### config.mk
export PLATFORM = sky130hd
export DESIGN_NAME = dark_offset_response_correction_core
export DESIGN_NICKNAME = d
export VERILOG_FILES = /design/src/hdl/dorc_pkg.sv /design/src/hdl/dark_offset_response_correction_core.sv /design/src/hdl/dorc_front.sv /design/src/hdl/dorc_queue.sv /design/src/hdl/dorc_back.sv
export SDC_FILE = /design/constraint.sdc
export NUM_CORES = 2
export LEC_CHECK = 0
export ABC_AREA = 0
export BUFFER_PORTS_ARGS = -buffer_cell sky130_fd_sc_hd__buf_2
export CAP_MARGIN = 25
export CORE_MARGIN = 2
export CORE_UTILIZATION = 65
export CTS_BUF_LIST = sky130_fd_sc_hd__clkbuf_16
export DETAILED_ROUTE_END_ITERATION = 10
export PLACE_DENSITY = 0.82
export SYNTH_ARGS = -nofsm -noshare
export SYNTH_HDL_FRONTEND = slang
export SYNTH_SLANG_ARGS = --single-unit
### constraint.sdc
create_clock -name i_clk -period 8.7 [get_ports i_clk]
set_clock_uncertainty 0.1 [all_clocks]
set_input_delay 0.435 -clock i_clk [delete_from_list [all_inputs] [get_ports i_clk]]
set_output_delay 0.435 -clock i_clk [all_outputs]
set_load 0.005 [all_outputs]
### src/hdl/dorc_pkg.sv
// Shared types, constants and helpers for the dark offset and response correction core.
// No dependencies; every other file in hdl/ imports this package.
package dorc_pkg;

    localparam int DARK_SAMPLES_DEF = 1000;
    localparam int QUEUE_DEPTH_DEF  = 4;

    localparam int SAMPLE_W  = 16;
    localparam int WAVE_W    = 20;
    localparam int SENS_W    = 20;
    localparam int EXP_W     = 32;
    localparam int VALUE_W   = 40;
    localparam int SUM_W     = 28;
    localparam int DIVISOR_W = SENS_W + EXP_W;
    localparam int FRAC_W    = 8;
    localparam int CFG_IDX_W = 2;

    localparam logic [EXP_W-1:0]   EXP_RESET       = 32'd16777216;
    localparam logic [WAVE_W-1:0]  WAVE_LOW_RESET  = 20'd43000;
    localparam logic [WAVE_W-1:0]  WAVE_HIGH_RESET = 20'd60000;
    localparam logic [SENS_W-1:0]  SENS_ONE        = 20'h10000;
    localparam logic [VALUE_W-1:0] VALUE_MAX       = {VALUE_W{1'b1}};

    localparam logic [CFG_IDX_W-1:0] CFG_EXPOSURE  = 2'd0;
    localparam logic [CFG_IDX_W-1:0] CFG_WAVE_LOW  = 2'd1;
    localparam logic [CFG_IDX_W-1:0] CFG_WAVE_HIGH = 2'd2;

    localparam logic OP_DARK  = 1'b0;
    localparam logic OP_PIXEL = 1'b1;

    typedef struct packed {
        logic [SAMPLE_W-1:0] signal;
        logic [SENS_W-1:0]   sens;
        logic                last;
    } t_job;

    function automatic logic [SAMPLE_W-1:0] swap16(input logic [SAMPLE_W-1:0] s);
        return {s[7:0], s[15:8]};
    endfunction

endpackage

### src/hdl/dark_offset_response_correction_core.sv
// Top level of the dark offset and response correction core: configuration registers
// and the front end, job queue and divider back end. Depends on dorc_pkg.
//
// Dark beats are summed as they arrive. The beat that completes the dark set starts a
// reciprocal multiplication for the mean, during which input is stalled. A pixel beat
// in the wavelength window is pushed into the job queue; the back end then takes it
// through divisor product, range check, 40-step restoring divider and result load,
// skipping the divider when the signal is zero or the quotient saturates, and takes
// no new job until the result is loaded. Out-of-window pixels and dark beats pass at
// one per cycle while the queue has room and no mean is being formed. The user must
// write configuration only while idle; the block itself does not enforce it.
module dark_offset_response_correction_core import dorc_pkg::*; #(
    parameter int DARK_SAMPLES = DARK_SAMPLES_DEF,
    parameter int QUEUE_DEPTH  = QUEUE_DEPTH_DEF
) (
    input  logic                 i_clk,
    input  logic                 i_rst_n,
    input  logic                 i_in_valid,
    output logic                 o_in_stall,
    input  logic                 i_operation,
    input  logic [SAMPLE_W-1:0]  i_sample,
    input  logic [WAVE_W-1:0]    i_wavelength,
    input  logic [SENS_W-1:0]    i_sensitivity,
    input  logic                 i_row_end,
    output logic                 o_out_valid,
    input  logic                 i_out_stall,
    output logic [VALUE_W-1:0]   o_value,
    output logic                 o_saturated,
    output logic                 o_last_in_row,
    input  logic                 i_cfg_valid,
    output logic                 o_cfg_ready,
    input  logic [CFG_IDX_W-1:0] i_cfg_index,
    input  logic [EXP_W-1:0]     i_cfg_data
);

    logic [EXP_W-1:0]  r_exposure;
    logic [WAVE_W-1:0] r_wave_low;
    logic [WAVE_W-1:0] r_wave_high;

    logic q_full;
    logic q_push;
    logic q_valid;
    logic q_pop;
    t_job push_job;
    t_job pop_job;

    assign o_cfg_ready = 1'b1;

    always_ff @(posedge i_clk) begin
        if (!i_rst_n) begin
            r_exposure  <= EXP_RESET;
            r_wave_low  <= WAVE_LOW_RESET;
            r_wave_high <= WAVE_HIGH_RESET;
        end else if (i_cfg_valid && o_cfg_ready) begin
            unique case (i_cfg_index)
                CFG_EXPOSURE:  r_exposure  <= i_cfg_data;
                CFG_WAVE_LOW:  r_wave_low  <= i_cfg_data[WAVE_W-1:0];
                CFG_WAVE_HIGH: r_wave_high <= i_cfg_data[WAVE_W-1:0];
                default: begin
                end
            endcase
        end
    end

    dorc_front #(
        .DARK_SAMPLES(DARK_SAMPLES)
    ) u_front (
        .i_clk        (i_clk),
        .i_rst_n      (i_rst_n),
        .i_in_valid   (i_in_valid),
        .o_in_stall   (o_in_stall),
        .i_operation  (i_operation),
        .i_sample     (i_sample),
        .i_wavelength (i_wavelength),
        .i_sensitivity(i_sensitivity),
        .i_row_end    (i_row_end),
        .i_wave_low   (r_wave_low),
        .i_wave_high  (r_wave_high),
        .i_q_full     (q_full),
        .o_push       (q_push),
        .o_job        (push_job)
    );

    dorc_queue #(
        .DEPTH(QUEUE_DEPTH)
    ) u_queue (
        .i_clk  (i_clk),
        .i_rst_n(i_rst_n),
        .i_push (q_push),
        .i_job  (push_job),
        .o_full (q_full),
        .o_valid(q_valid),
        .o_job  (pop_job),
        .i_pop  (q_pop)
    );

    dorc_back u_back (
        .i_clk        (i_clk),
        .i_rst_n      (i_rst_n),
        .i_exposure   (r_exposure),
        .i_job_valid  (q_valid),
        .i_job        (pop_job),
        .o_pop        (q_pop),
        .o_out_valid  (o_out_valid),
        .i_out_stall  (i_out_stall),
        .o_value      (o_value),
        .o_saturated  (o_saturated),
        .o_last_in_row(o_last_in_row)
    );

endmodule

### src/hdl/dorc_front.sv
// Front end: accepts input beats, accumulates the dark baseline, filters pixels
// by wavelength window and forms pixel jobs. Depends on dorc_pkg.
module dorc_front import dorc_pkg::*; #(
    parameter int DARK_SAMPLES = DARK_SAMPLES_DEF
) (
    input  logic                i_clk,
    input  logic                i_rst_n,
    input  logic                i_in_valid,
    output logic                o_in_stall,
    input  logic                i_operation,
    input  logic [SAMPLE_W-1:0] i_sample,
    input  logic [WAVE_W-1:0]   i_wavelength,
    input  logic [SENS_W-1:0]   i_sensitivity,
    input  logic                i_row_end,
    input  logic [WAVE_W-1:0]   i_wave_low,
    input  logic [WAVE_W-1:0]   i_wave_high,
    input  logic                i_q_full,
    output logic                o_push,
    output t_job                o_job
);

    localparam int CNT_W      = $clog2(DARK_SAMPLES + 1);
    localparam int MEAN_SHIFT = SUM_W + $clog2(DARK_SAMPLES);
    localparam logic [SUM_W:0] MEAN_RECIP =
        (SUM_W + 1)'(((64'd1 << MEAN_SHIFT) + 64'(DARK_SAMPLES) - 64'd1)
                     / 64'(DARK_SAMPLES));

    logic [SUM_W-1:0]    r_dark_sum;
    logic [CNT_W-1:0]    r_dark_count;
    logic [SAMPLE_W-1:0] r_dark_level;
    logic                r_mean_busy;

    logic                accept;
    logic [SAMPLE_W-1:0] swapped;
    logic                in_window;
    logic                dark_take;
    logic [SUM_W-1:0]    n_dark_sum;
    logic [CNT_W-1:0]    n_dark_count;
    logic [2*SUM_W:0]    mean_prod;

    assign o_in_stall = r_mean_busy | i_q_full;
    assign accept     = i_in_valid & ~o_in_stall;
    assign swapped    = swap16(i_sample);
    assign in_window  = (i_wavelength >= i_wave_low) && (i_wavelength <= i_wave_high);

    assign o_push       = accept && (i_operation == OP_PIXEL) && in_window;
    assign o_job.signal = (swapped > r_dark_level) ? swapped - r_dark_level : '0;
    assign o_job.sens   = (i_sensitivity == '0) ? SENS_ONE : i_sensitivity;
    assign o_job.last   = i_row_end;

    assign dark_take    = accept && (i_operation == OP_DARK)
                          && (r_dark_count < CNT_W'(DARK_SAMPLES));
    assign n_dark_sum   = r_dark_sum + SUM_W'(swapped);
    assign n_dark_count = r_dark_count + CNT_W'(1);

    assign mean_prod = r_dark_sum * MEAN_RECIP;

    always_ff @(posedge i_clk) begin
        if (!i_rst_n) begin
            r_dark_sum   <= '0;
            r_dark_count <= '0;
            r_dark_level <= '0;
            r_mean_busy  <= 1'b0;
        end else begin
            if (dark_take) begin
                r_dark_sum   <= n_dark_sum;
                r_dark_count <= n_dark_count;
                if (n_dark_count == CNT_W'(DARK_SAMPLES)) begin
                    r_mean_busy <= 1'b1;
                end
            end
            if (r_mean_busy) begin
                r_mean_busy  <= 1'b0;
                r_dark_level <= mean_prod[MEAN_SHIFT +: SAMPLE_W];
            end
        end
    end

    a_count_bound: assert property (@(posedge i_clk) disable iff (!i_rst_n)
        r_dark_count <= CNT_W'(DARK_SAMPLES))
        else $error("dark count beyond sample total");

    a_mean_start: assert property (@(posedge i_clk) disable iff (!i_rst_n)
        $rose(r_mean_busy) |-> r_dark_count == CNT_W'(DARK_SAMPLES))
        else $error("mean division started before the last dark sample");

    a_no_push_busy: assert property (@(posedge i_clk) disable iff (!i_rst_n)
        r_mean_busy |-> !o_push && !dark_take)
        else $error("beat taken during mean division");

endmodule

### src/hdl/dorc_queue.sv
// Short job queue between the front end and the divider back end.
// Depends on dorc_pkg for the job type.
module dorc_queue import dorc_pkg::*; #(
    parameter int DEPTH = QUEUE_DEPTH_DEF
) (
    input  logic i_clk,
    input  logic i_rst_n,
    input  logic i_push,
    input  t_job i_job,
    output logic o_full,
    output logic o_valid,
    output t_job o_job,
    input  logic i_pop
);

    localparam int PTR_W = (DEPTH > 1) ? $clog2(DEPTH) : 1;
    localparam int CNT_W = $clog2(DEPTH + 1);

    t_job             r_mem [DEPTH];
    logic [PTR_W-1:0] r_wr;
    logic [PTR_W-1:0] r_rd;
    logic [CNT_W-1:0] r_count;

    function automatic logic [PTR_W-1:0] wrap_inc(input logic [PTR_W-1:0] p);
        return (p == PTR_W'(DEPTH - 1)) ? '0 : p + PTR_W'(1);
    endfunction

    assign o_full  = r_count == CNT_W'(DEPTH);
    assign o_valid = r_count != '0;
    assign o_job   = r_mem[r_rd];

    always_ff @(posedge i_clk) begin
        if (i_push) begin
            r_mem[r_wr] <= i_job;
        end
    end

    always_ff @(posedge i_clk) begin
        if (!i_rst_n) begin
            r_wr    <= '0;
            r_rd    <= '0;
            r_count <= '0;
        end else begin
            if (i_push) begin
                r_wr <= wrap_inc(r_wr);
            end
            if (i_pop) begin
                r_rd <= wrap_inc(r_rd);
            end
            if (i_push && !i_pop) begin
                r_count <= r_count + CNT_W'(1);
            end else if (i_pop && !i_push) begin
                r_count <= r_count - CNT_W'(1);
            end
        end
    end

    a_no_overflow: assert property (@(posedge i_clk) disable iff (!i_rst_n)
        i_push |-> !o_full)
        else $error("push into full queue");

    a_no_underflow: assert property (@(posedge i_clk) disable iff (!i_rst_n)
        i_pop |-> o_valid)
        else $error("pop from empty queue");

    a_count_bound: assert property (@(posedge i_clk) disable iff (!i_rst_n)
        r_count <= CNT_W'(DEPTH))
        else $error("queue count beyond depth");

endmodule

### src/hdl/dorc_back.sv
// Back end: forms the divisor, runs the restoring divider and holds the result beat.
// Depends on dorc_pkg.
module dorc_back import dorc_pkg::*; (
    input  logic               i_clk,
    input  logic               i_rst_n,
    input  logic [EXP_W-1:0]   i_exposure,
    input  logic               i_job_valid,
    input  t_job               i_job,
    output logic               o_pop,
    output logic               o_out_valid,
    input  logic               i_out_stall,
    output logic [VALUE_W-1:0] o_value,
    output logic               o_saturated,
    output logic               o_last_in_row
);

    localparam int STEP_W = $clog2(VALUE_W);

    typedef enum logic [2:0] {
        S_IDLE,
        S_MUL,
        S_CHK,
        S_DIV,
        S_DONE
    } t_state;

    t_state               r_state;
    logic [SAMPLE_W-1:0]  r_signal;
    logic [SENS_W-1:0]    r_sens;
    logic                 r_last;
    logic [DIVISOR_W-1:0] r_divisor;
    logic [DIVISOR_W-1:0] r_rem;
    logic [VALUE_W-1:0]   r_quo;
    logic                 r_sat;
    logic [STEP_W-1:0]    r_step;
    logic                 r_out_valid;
    logic [VALUE_W-1:0]   r_value;
    logic                 r_sat_out;
    logic                 r_last_out;

    logic [DIVISOR_W-1:0] n_divisor;
    logic [DIVISOR_W-1:0] scaled;
    logic [DIVISOR_W:0]   trial;
    logic                 div_ge;
    logic [DIVISOR_W-1:0] n_rem;

    assign o_pop         = (r_state == S_IDLE) && i_job_valid;
    assign o_out_valid   = r_out_valid;
    assign o_value       = r_value;
    assign o_saturated   = r_sat_out;
    assign o_last_in_row = r_last_out;

    assign n_divisor = r_sens * i_exposure;
    assign scaled    = DIVISOR_W'({r_signal, {FRAC_W{1'b0}}});
    assign trial     = {r_rem, 1'b0};
    assign div_ge    = trial >= {1'b0, r_divisor};
    assign n_rem     = div_ge ? DIVISOR_W'(trial - {1'b0, r_divisor}) : DIVISOR_W'(trial);

    always_ff @(posedge i_clk) begin
        if (!i_rst_n) begin
            r_state     <= S_IDLE;
            r_out_valid <= 1'b0;
            r_step      <= '0;
        end else begin
            if (r_out_valid && !i_out_stall && r_state != S_DONE) begin
                r_out_valid <= 1'b0;
            end
            unique case (r_state)
                S_IDLE: begin
                    if (i_job_valid) begin
                        r_signal <= i_job.signal;
                        r_sens   <= i_job.sens;
                        r_last   <= i_job.last;
                        r_state  <= S_MUL;
                    end
                end
                S_MUL: begin
                    r_divisor <= n_divisor;
                    r_state   <= S_CHK;
                end
                S_CHK: begin
                    if (r_signal == '0) begin
                        r_quo   <= '0;
                        r_sat   <= 1'b0;
                        r_state <= S_DONE;
                    end else if (scaled >= r_divisor) begin
                        r_quo   <= VALUE_MAX;
                        r_sat   <= 1'b1;
                        r_state <= S_DONE;
                    end else begin
                        r_rem   <= scaled;
                        r_quo   <= '0;
                        r_sat   <= 1'b0;
                        r_step  <= '0;
                        r_state <= S_DIV;
                    end
                end
                S_DIV: begin
                    r_rem  <= n_rem;
                    r_quo  <= {r_quo[VALUE_W-2:0], div_ge};
                    r_step <= r_step + STEP_W'(1);
                    if (r_step == STEP_W'(VALUE_W - 1)) begin
                        r_state <= S_DONE;
                    end
                end
                S_DONE: begin
                    if (!r_out_valid || !i_out_stall) begin
                        r_out_valid <= 1'b1;
                        r_value     <= r_quo;
                        r_sat_out   <= r_sat;
                        r_last_out  <= r_last;
                        r_state     <= S_IDLE;
                    end
                end
                default: begin
                    r_state <= S_IDLE;
                end
            endcase
        end
    end

    a_sat_value: assert property (@(posedge i_clk) disable iff (!i_rst_n)
        r_out_valid && r_sat_out |-> r_value == VALUE_MAX)
        else $error("saturated beat without full-scale value");

    a_rem_below: assert property (@(posedge i_clk) disable iff (!i_rst_n)
        r_state == S_DIV |-> r_rem < r_divisor)
        else $error("divider remainder not below divisor");

    a_div_nonzero: assert property (@(posedge i_clk) disable iff (!i_rst_n)
        r_state == S_DIV |-> r_divisor != '0)
        else $error("division entered with zero divisor");

endmodule
# Yosys cells after proc, flatten, opt, wreduce, memory -nomap -nowiden
# Memory sizes are Yosys's and may differ from the RTL's. A register that Yosys moved wholly into a read port is not among the register bits.
# Cells that the tools add are included.
# totals
word_cells	124
regBits	331
memories	1
out_inout_bits	45
ram_bits	148
inputBits	97
# memory_table
memory	words	word_bits	read_ports	rd_clocked_by_memory_dff	write_ports	line	text
u_queue.r_mem	4	37	1	1	1	dorc_queue.sv:19	t_job r_mem [DEPTH];
# classes
magnitude_cmp	6
n_bitwise	6
mul	2
n_reduce_logical	34
eq_ne	17
addsub	9
muxes	29
# ops
cell	n
two-way mux 52 bit	3
case mux 52 bit (2 select lines)	1
two-way mux 40 bit	2
case mux 40 bit (2 select lines)	1
multiplier 28 x 29 -> 54 bit, second input constant	1
>= comparator 53 x 52 -> 1 bit	1
>= comparator 24 x 52 -> 1 bit	1
multiplier 20 x 32 -> 52 bit	1
subtractor 52 bit	1
adder 28 x 16 -> 28 bit	1
two-way mux 3 bit	7
>= comparator 20 bit	1
<= comparator 20 bit	1
logical NOT 20 bit	1
two-way mux 20 bit	1
greater-than comparator 16 bit	1
logical NOT 16 bit	1
two-way mux 16 bit	1
subtractor 16 bit	1
case mux 3 bit (5 select lines)	1
two-way mux 6 bit	2
case mux 6 bit (2 select lines)	1
AND reduction 2 bit	6
AND reduction 3 bit	4
30 further kinds	61

# Longest topological paths before layout
# logic_depth
word_depth	10
mapped_depth	26
depth_no_buf	24

# By module
# Synthesis repeated with hierarchy kept, for this count alone.
# hier_totals
hier_cells	5870
hier_area_um2	58309.7
# by_module_without_submodules
mod	area_each_um2	n_inst	seq_area_each_um2	cells_per_inst
dorc_back	32837.7	1	6926.6	3489
dorc_front	16721.0	1	1101.1	1854
dorc_queue	5854.4	1	4624.4	237
dark_offset_response_correction_core	2896.5	1	1441.4	290

# Worst setup path after synthesis
# OpenSTA, ideal clock, no wires.
# synth_path
kind	reg-to-reg
from	register u_back.r_sens[10]
to	register u_back.r_divisor[44], data pin
synth_period_minus_slack_ns	6.892
path_stages_with_launch	24
setup_ns	0.265
arrival_time_ns	6.527
slack_ns	1.808
t_required_ns	8.335
path_cell_list	edfxtp_1 > clkbuf_1 > and2_1 > fa_1 > inv_1 > fa_1 > inv_1 > fa_1 > inv_1 > fa_1 > fa_1 > fa_1 > inv_1 > fa_1 > ha_1 > nand3_1 > nor3_1 > and4_1 > a32o_1 > a211o_1 > a41o_1 > a31oi_1 > o21bai_1 > xor2_1
# synth_between
elab_chain_cells	1
# synth_lines
element	line	text
start, declared	dorc_back.sv:29	logic [SENS_W-1:0] r_sens;
start signal, assigned	dorc_back.sv:72	r_sens <= i_job.sens;
multiplier 20 x 32 -> 52 bit	dorc_back.sv:53	assign n_divisor = r_sens * i_exposure;
named net u_back.n_divisor[44]	dorc_back.sv:41	logic [DIVISOR_W-1:0] n_divisor;
end signal, assigned	dorc_back.sv:78	r_divisor <= n_divisor;
end, declared	dorc_back.sv:31	logic [DIVISOR_W-1:0] r_divisor;
# The timed path passes the listed nets, and every way through them passes these cells.
# A chain may end at the register's enable or synchronous reset.

# Worst setup path in the final report
# layout_path
from	register u_back.r_sens[14]
to	register u_back.r_divisor[44], data pin
# The elaborated chain is that of the path after synthesis.

==> impl_metrics.yaml <==
timing:
  hold_viol_final: 0
  maxSlewHeadroom_pct: 21.39
  worst_pin_slew_ps: 1179
  slew_viol_final: 0
  setup_viol: 0
  fmax_mhz: 125.4
  finalCritPeriodShare_pct: 91.69
  fin_crit_ps: 7977
  final.setup.tns_ps: 0
  rsz0062_at_grt: "no"
yosys:
  synth_top_area_share_pct: 27.67
  synthXorXnorAreaFrac_pct: 2.079
  async_flop_share_pct: 0
  muxShareOfSynthArea_pct: 1.771
  synth_top_family_by_area: "adder cells"
  syn_area_per_cell_um2: 9.860
  synth_fa_ha_area_share_pct: 40.84
  ys_top_cells_by_area: "fa_1 28%, edfxtp_1 19%, ha_1 13%"
  netlist_area_mm2: 0.05730
  synth_flop_cell: "edfxtp_1"
  ys_seq_area_share_pct: 24.53
  syn_inst: 5811
  synth-seq-cells: 516
  synthSimpleGateAreaFrac_pct: 13.04
  synth_area_leader_cell: "fa_1"
  yosys_warnings: 0
  synth_fp_nets: 7303
  yosysUniqueCellTypes: 89
  synth-compound-area-share_pct: 8.892
  synth-edff-count: 372
routing:
  wl_per_cell_um: 22.01
  firstDrtPassIters: 6
  ant_nets: 0
  drc_errors: 0
  viasPerCell: 6.096
  via_count: 43240
  drt_iter0_drc: 4463
  wirelength_um: 156100
setup_path:
  r2r_setup_slack_ps: 720
  setup.worst_path.start_class: "flop"
  cp.required_ps: 8990
  crit_type: "reg -> reg"
  critPathMaxFanout: 21
  worst_path_max_delay_cell: "edfxtp_1"
  slowest_delay_ps: 1110
  critical_path.top_delay_family: "adder cells"
  critPathCaptureType: "flop"
  cpMostUsedCell: "fa_1"
  reg2reg_depth: 21
  cp_cell_sequence: "nand2_1, fa_1, inv_1, fa_1, fa_1, fa_1, fa_1, fa_1, inv_1, fa_1, inv_1, ha_1, a21oi_1, o21ai_0, a211oi_1, a211oi_2, a211o_1, a41o_1, a31oi_1, o21bai_1, xor2_1"
  cp_num_buf_inv: 3
  crit_arrival_ps: 8270
  timing.rr.start: "u_back.r_sens[14]"
  r2r-end: "u_back.r_divisor[44]"
layout:
  drive_above_1_share_pct: 6.757
  syn_to_final_growth_pct: 7.697
  final_cells: 7093
  fillerInstances: 6174
  final_nets: 7378
global_route:
  grt_pass1_vias: 44920
  grt_pass1_wl_um: 246600
  grt.total_usage_pct: 35.24
  overflow: 0
  grt_max_degree: 79
  grt_antenna_before_repair: 3
clocking:
  cts_sinks: 516
  cts_buffer_depth: 3
  root_buffer: "clkbuf_16"
  clkLatencyLatePin_ps: 670
  numCtsBuffers: 57
  cts_tree: "yes"
  clkTransAtPathRegs_ps: 60
  cts_setup_buffers: 0
  cts_max_level: 2
power:
  powerDensity_mw_per_mm2: 189.1
  leakagePower_nw: 29.67
  ir_worst_vdd_uv: 173.6
  finalPower_w: 0.01167
die:
  core.rowCount: 108
  die_h_um: 300.9
  dieArea_mm2: 0.09054
  start_util_pct: 65.84
  fp.dieW_um: 300.9
  io_pins: 142
  core-area_mm2: 0.08702
worst_hold_path:
  hold_path_end: "r_exposure[28]"
  holdPathStages: 3
  min_from: "i_cfg_data[28]"
  hold_class: "in -> reg"
place:
  gp_congestion: 1.043
  dp_hpwl_um: 120100
  portBuffers: 140
  dp_cells: 6929
run_status:
  status: "complete, no violations"
flow_run:
  maxCapViolCount: 0
[repair_timing]
| action | in CTS | in global routing |
|---|---|---|
| hold buffers | 48 | 0 |
| hold endpoints to repair | 138 | 0 |
| endpoints found under the setup margin | 0 | 0 |
| resized for setup | 0 | 0 |
[power breakdown]
part           internal [W]  switching (W)
registers           0.00297       0.000339
clock network       0.00143        0.00113
logic               0.00227        0.00353
[layout by cell type (no fill, tap or decap), types with 81 or more instances in the layout]
cell type,instances
and2_1,307
nor2_1,190
dfxtp_1,142
buf_2,141
a21o_1,102
edfxtp_1,372
inv_1,1091
xnor2_1,81
nand3_1,93
ha_1,603
fa_1,792
a21oi_1,267
buf_4,83
o21ai_0,139
nand2_1,697
[cells by family (layout without fill, tap and decap cells)]
family	Yosys count	after routing
simple gates	1565	1565
fa+ha+maj	1395	1395
buf+inv	1345	1469
compound gates	798	798
flops	516	516
xor+xnor	136	136
mux	55	55
other cells	1	4
[area by class of cell]
cell class	instances	area (um^2)	area share, %
antenna	3	7.507	0.01217
tap	1155	1445	2.342
clock inverter	51	529.3	0.8577
clock buffer	57	1426	2.311
sequential	516	14060	22.78
timing repair buffer	278	1933	3.133
inverter	1083	4068	6.592
multi-input combinational	3950	38240	61.97
[cells in the mapped netlist (30+ instances only)]
cell type,count
o21a_1,30
a21oi_1,267
nand3_1,93
dfxtp_1,144
a21o_1,102
nand4_1,57
and2_1,307
o21ai_0,139
and3_1,31
nand2_1,697
inv_1,1081
clkbuf_1,242
fa_1,792
o211ai_1,37
a31oi_1,30
edfxtp_1,372
xor2_1,55
mux4_2,37
nor2_1,192
ha_1,603
xnor2_1,81
nor3_1,54
[state kept, by name, indices dropped and copies added, names as in the netlist, 2 cells and up]
name                  flops
u_front.r_dark_sum       28
u_queue.r_count           3
u_back.r_divisor         52
u_back.r_step             6
u_front.r_dark_count     10
r_exposure               32
r_wave_high              20
u_back.r_signal          16
u_back.o_value           40
u_front.r_dark_level     16
u_queue.r_mem           148
u_queue.r_rd              2
u_queue.r_wr              2
u_back.r_sens            20
r_wave_low               20
u_back.r_state            3
u_back.r_rem             52
u_back.r_quo             40
[how the worst max path moves through the flow]
stage	from	slack (ps)	end	cells past startpoint
detailed placement	u_back.r_sens[6]	900	u_back.r_divisor[46]	22
global route	u_back.r_sens[10]	440	u_back.r_divisor[46]	21
CTS	u_back.r_sens[6]	870	u_back.r_divisor[46]	22
global placement	u_back.r_sens[10]	1060	u_back.r_divisor[44]	23
finish	u_back.r_sens[14]	720	u_back.r_divisor[44]	21
floorplan	u_back.r_sens[10]	1810	u_back.r_divisor[44]	23
[per-layer routing]
| layer | up-vias | track usage, % | part of all wire, % | wire length (um) |
|---|---|---|---|---|
| met5 | - | 0 | 0.0064 | 10 |
| met4 | 2 | 13.87 | 4.5 | 7076 |
| met3 | 495 | 8.088 | 11 | 17100 |
| met2 | 2404 | 54.98 | 45 | 70930 |
| met1 | 21310 | 48.19 | 39 | 61000 |
| li1 | 19030 | - | - | - |
[tightest hold or removal path: stages]
cell and delay (ps):
buf_2 100, nand2_1 100, a21oi_1 80
[per-stage QoR]
| stage | hold slack (ps) | worst slack (ps) | cell area (um^2) | utilization, % |
|---|---|---|---|---|
| 6_report | 18.19 | 723.1 | 61710 | 70.91 |
| 2_1_floorplan | 300.3 | 1808 | 57300 | - |
| 3_5_place_dp | 308.3 | 897.3 | 59180 | 68.00 |
| 3_3_place_gp | 307.6 | 1064 | 59140 | 67.95 |
| 4_1_cts | 0.7331 | 865.3 | 61610 | 70.80 |
| 5_1_grt | 31.11 | 444.1 | 61710 | 70.91 |
No activity file was read; power rests on OpenSTA's default activity.
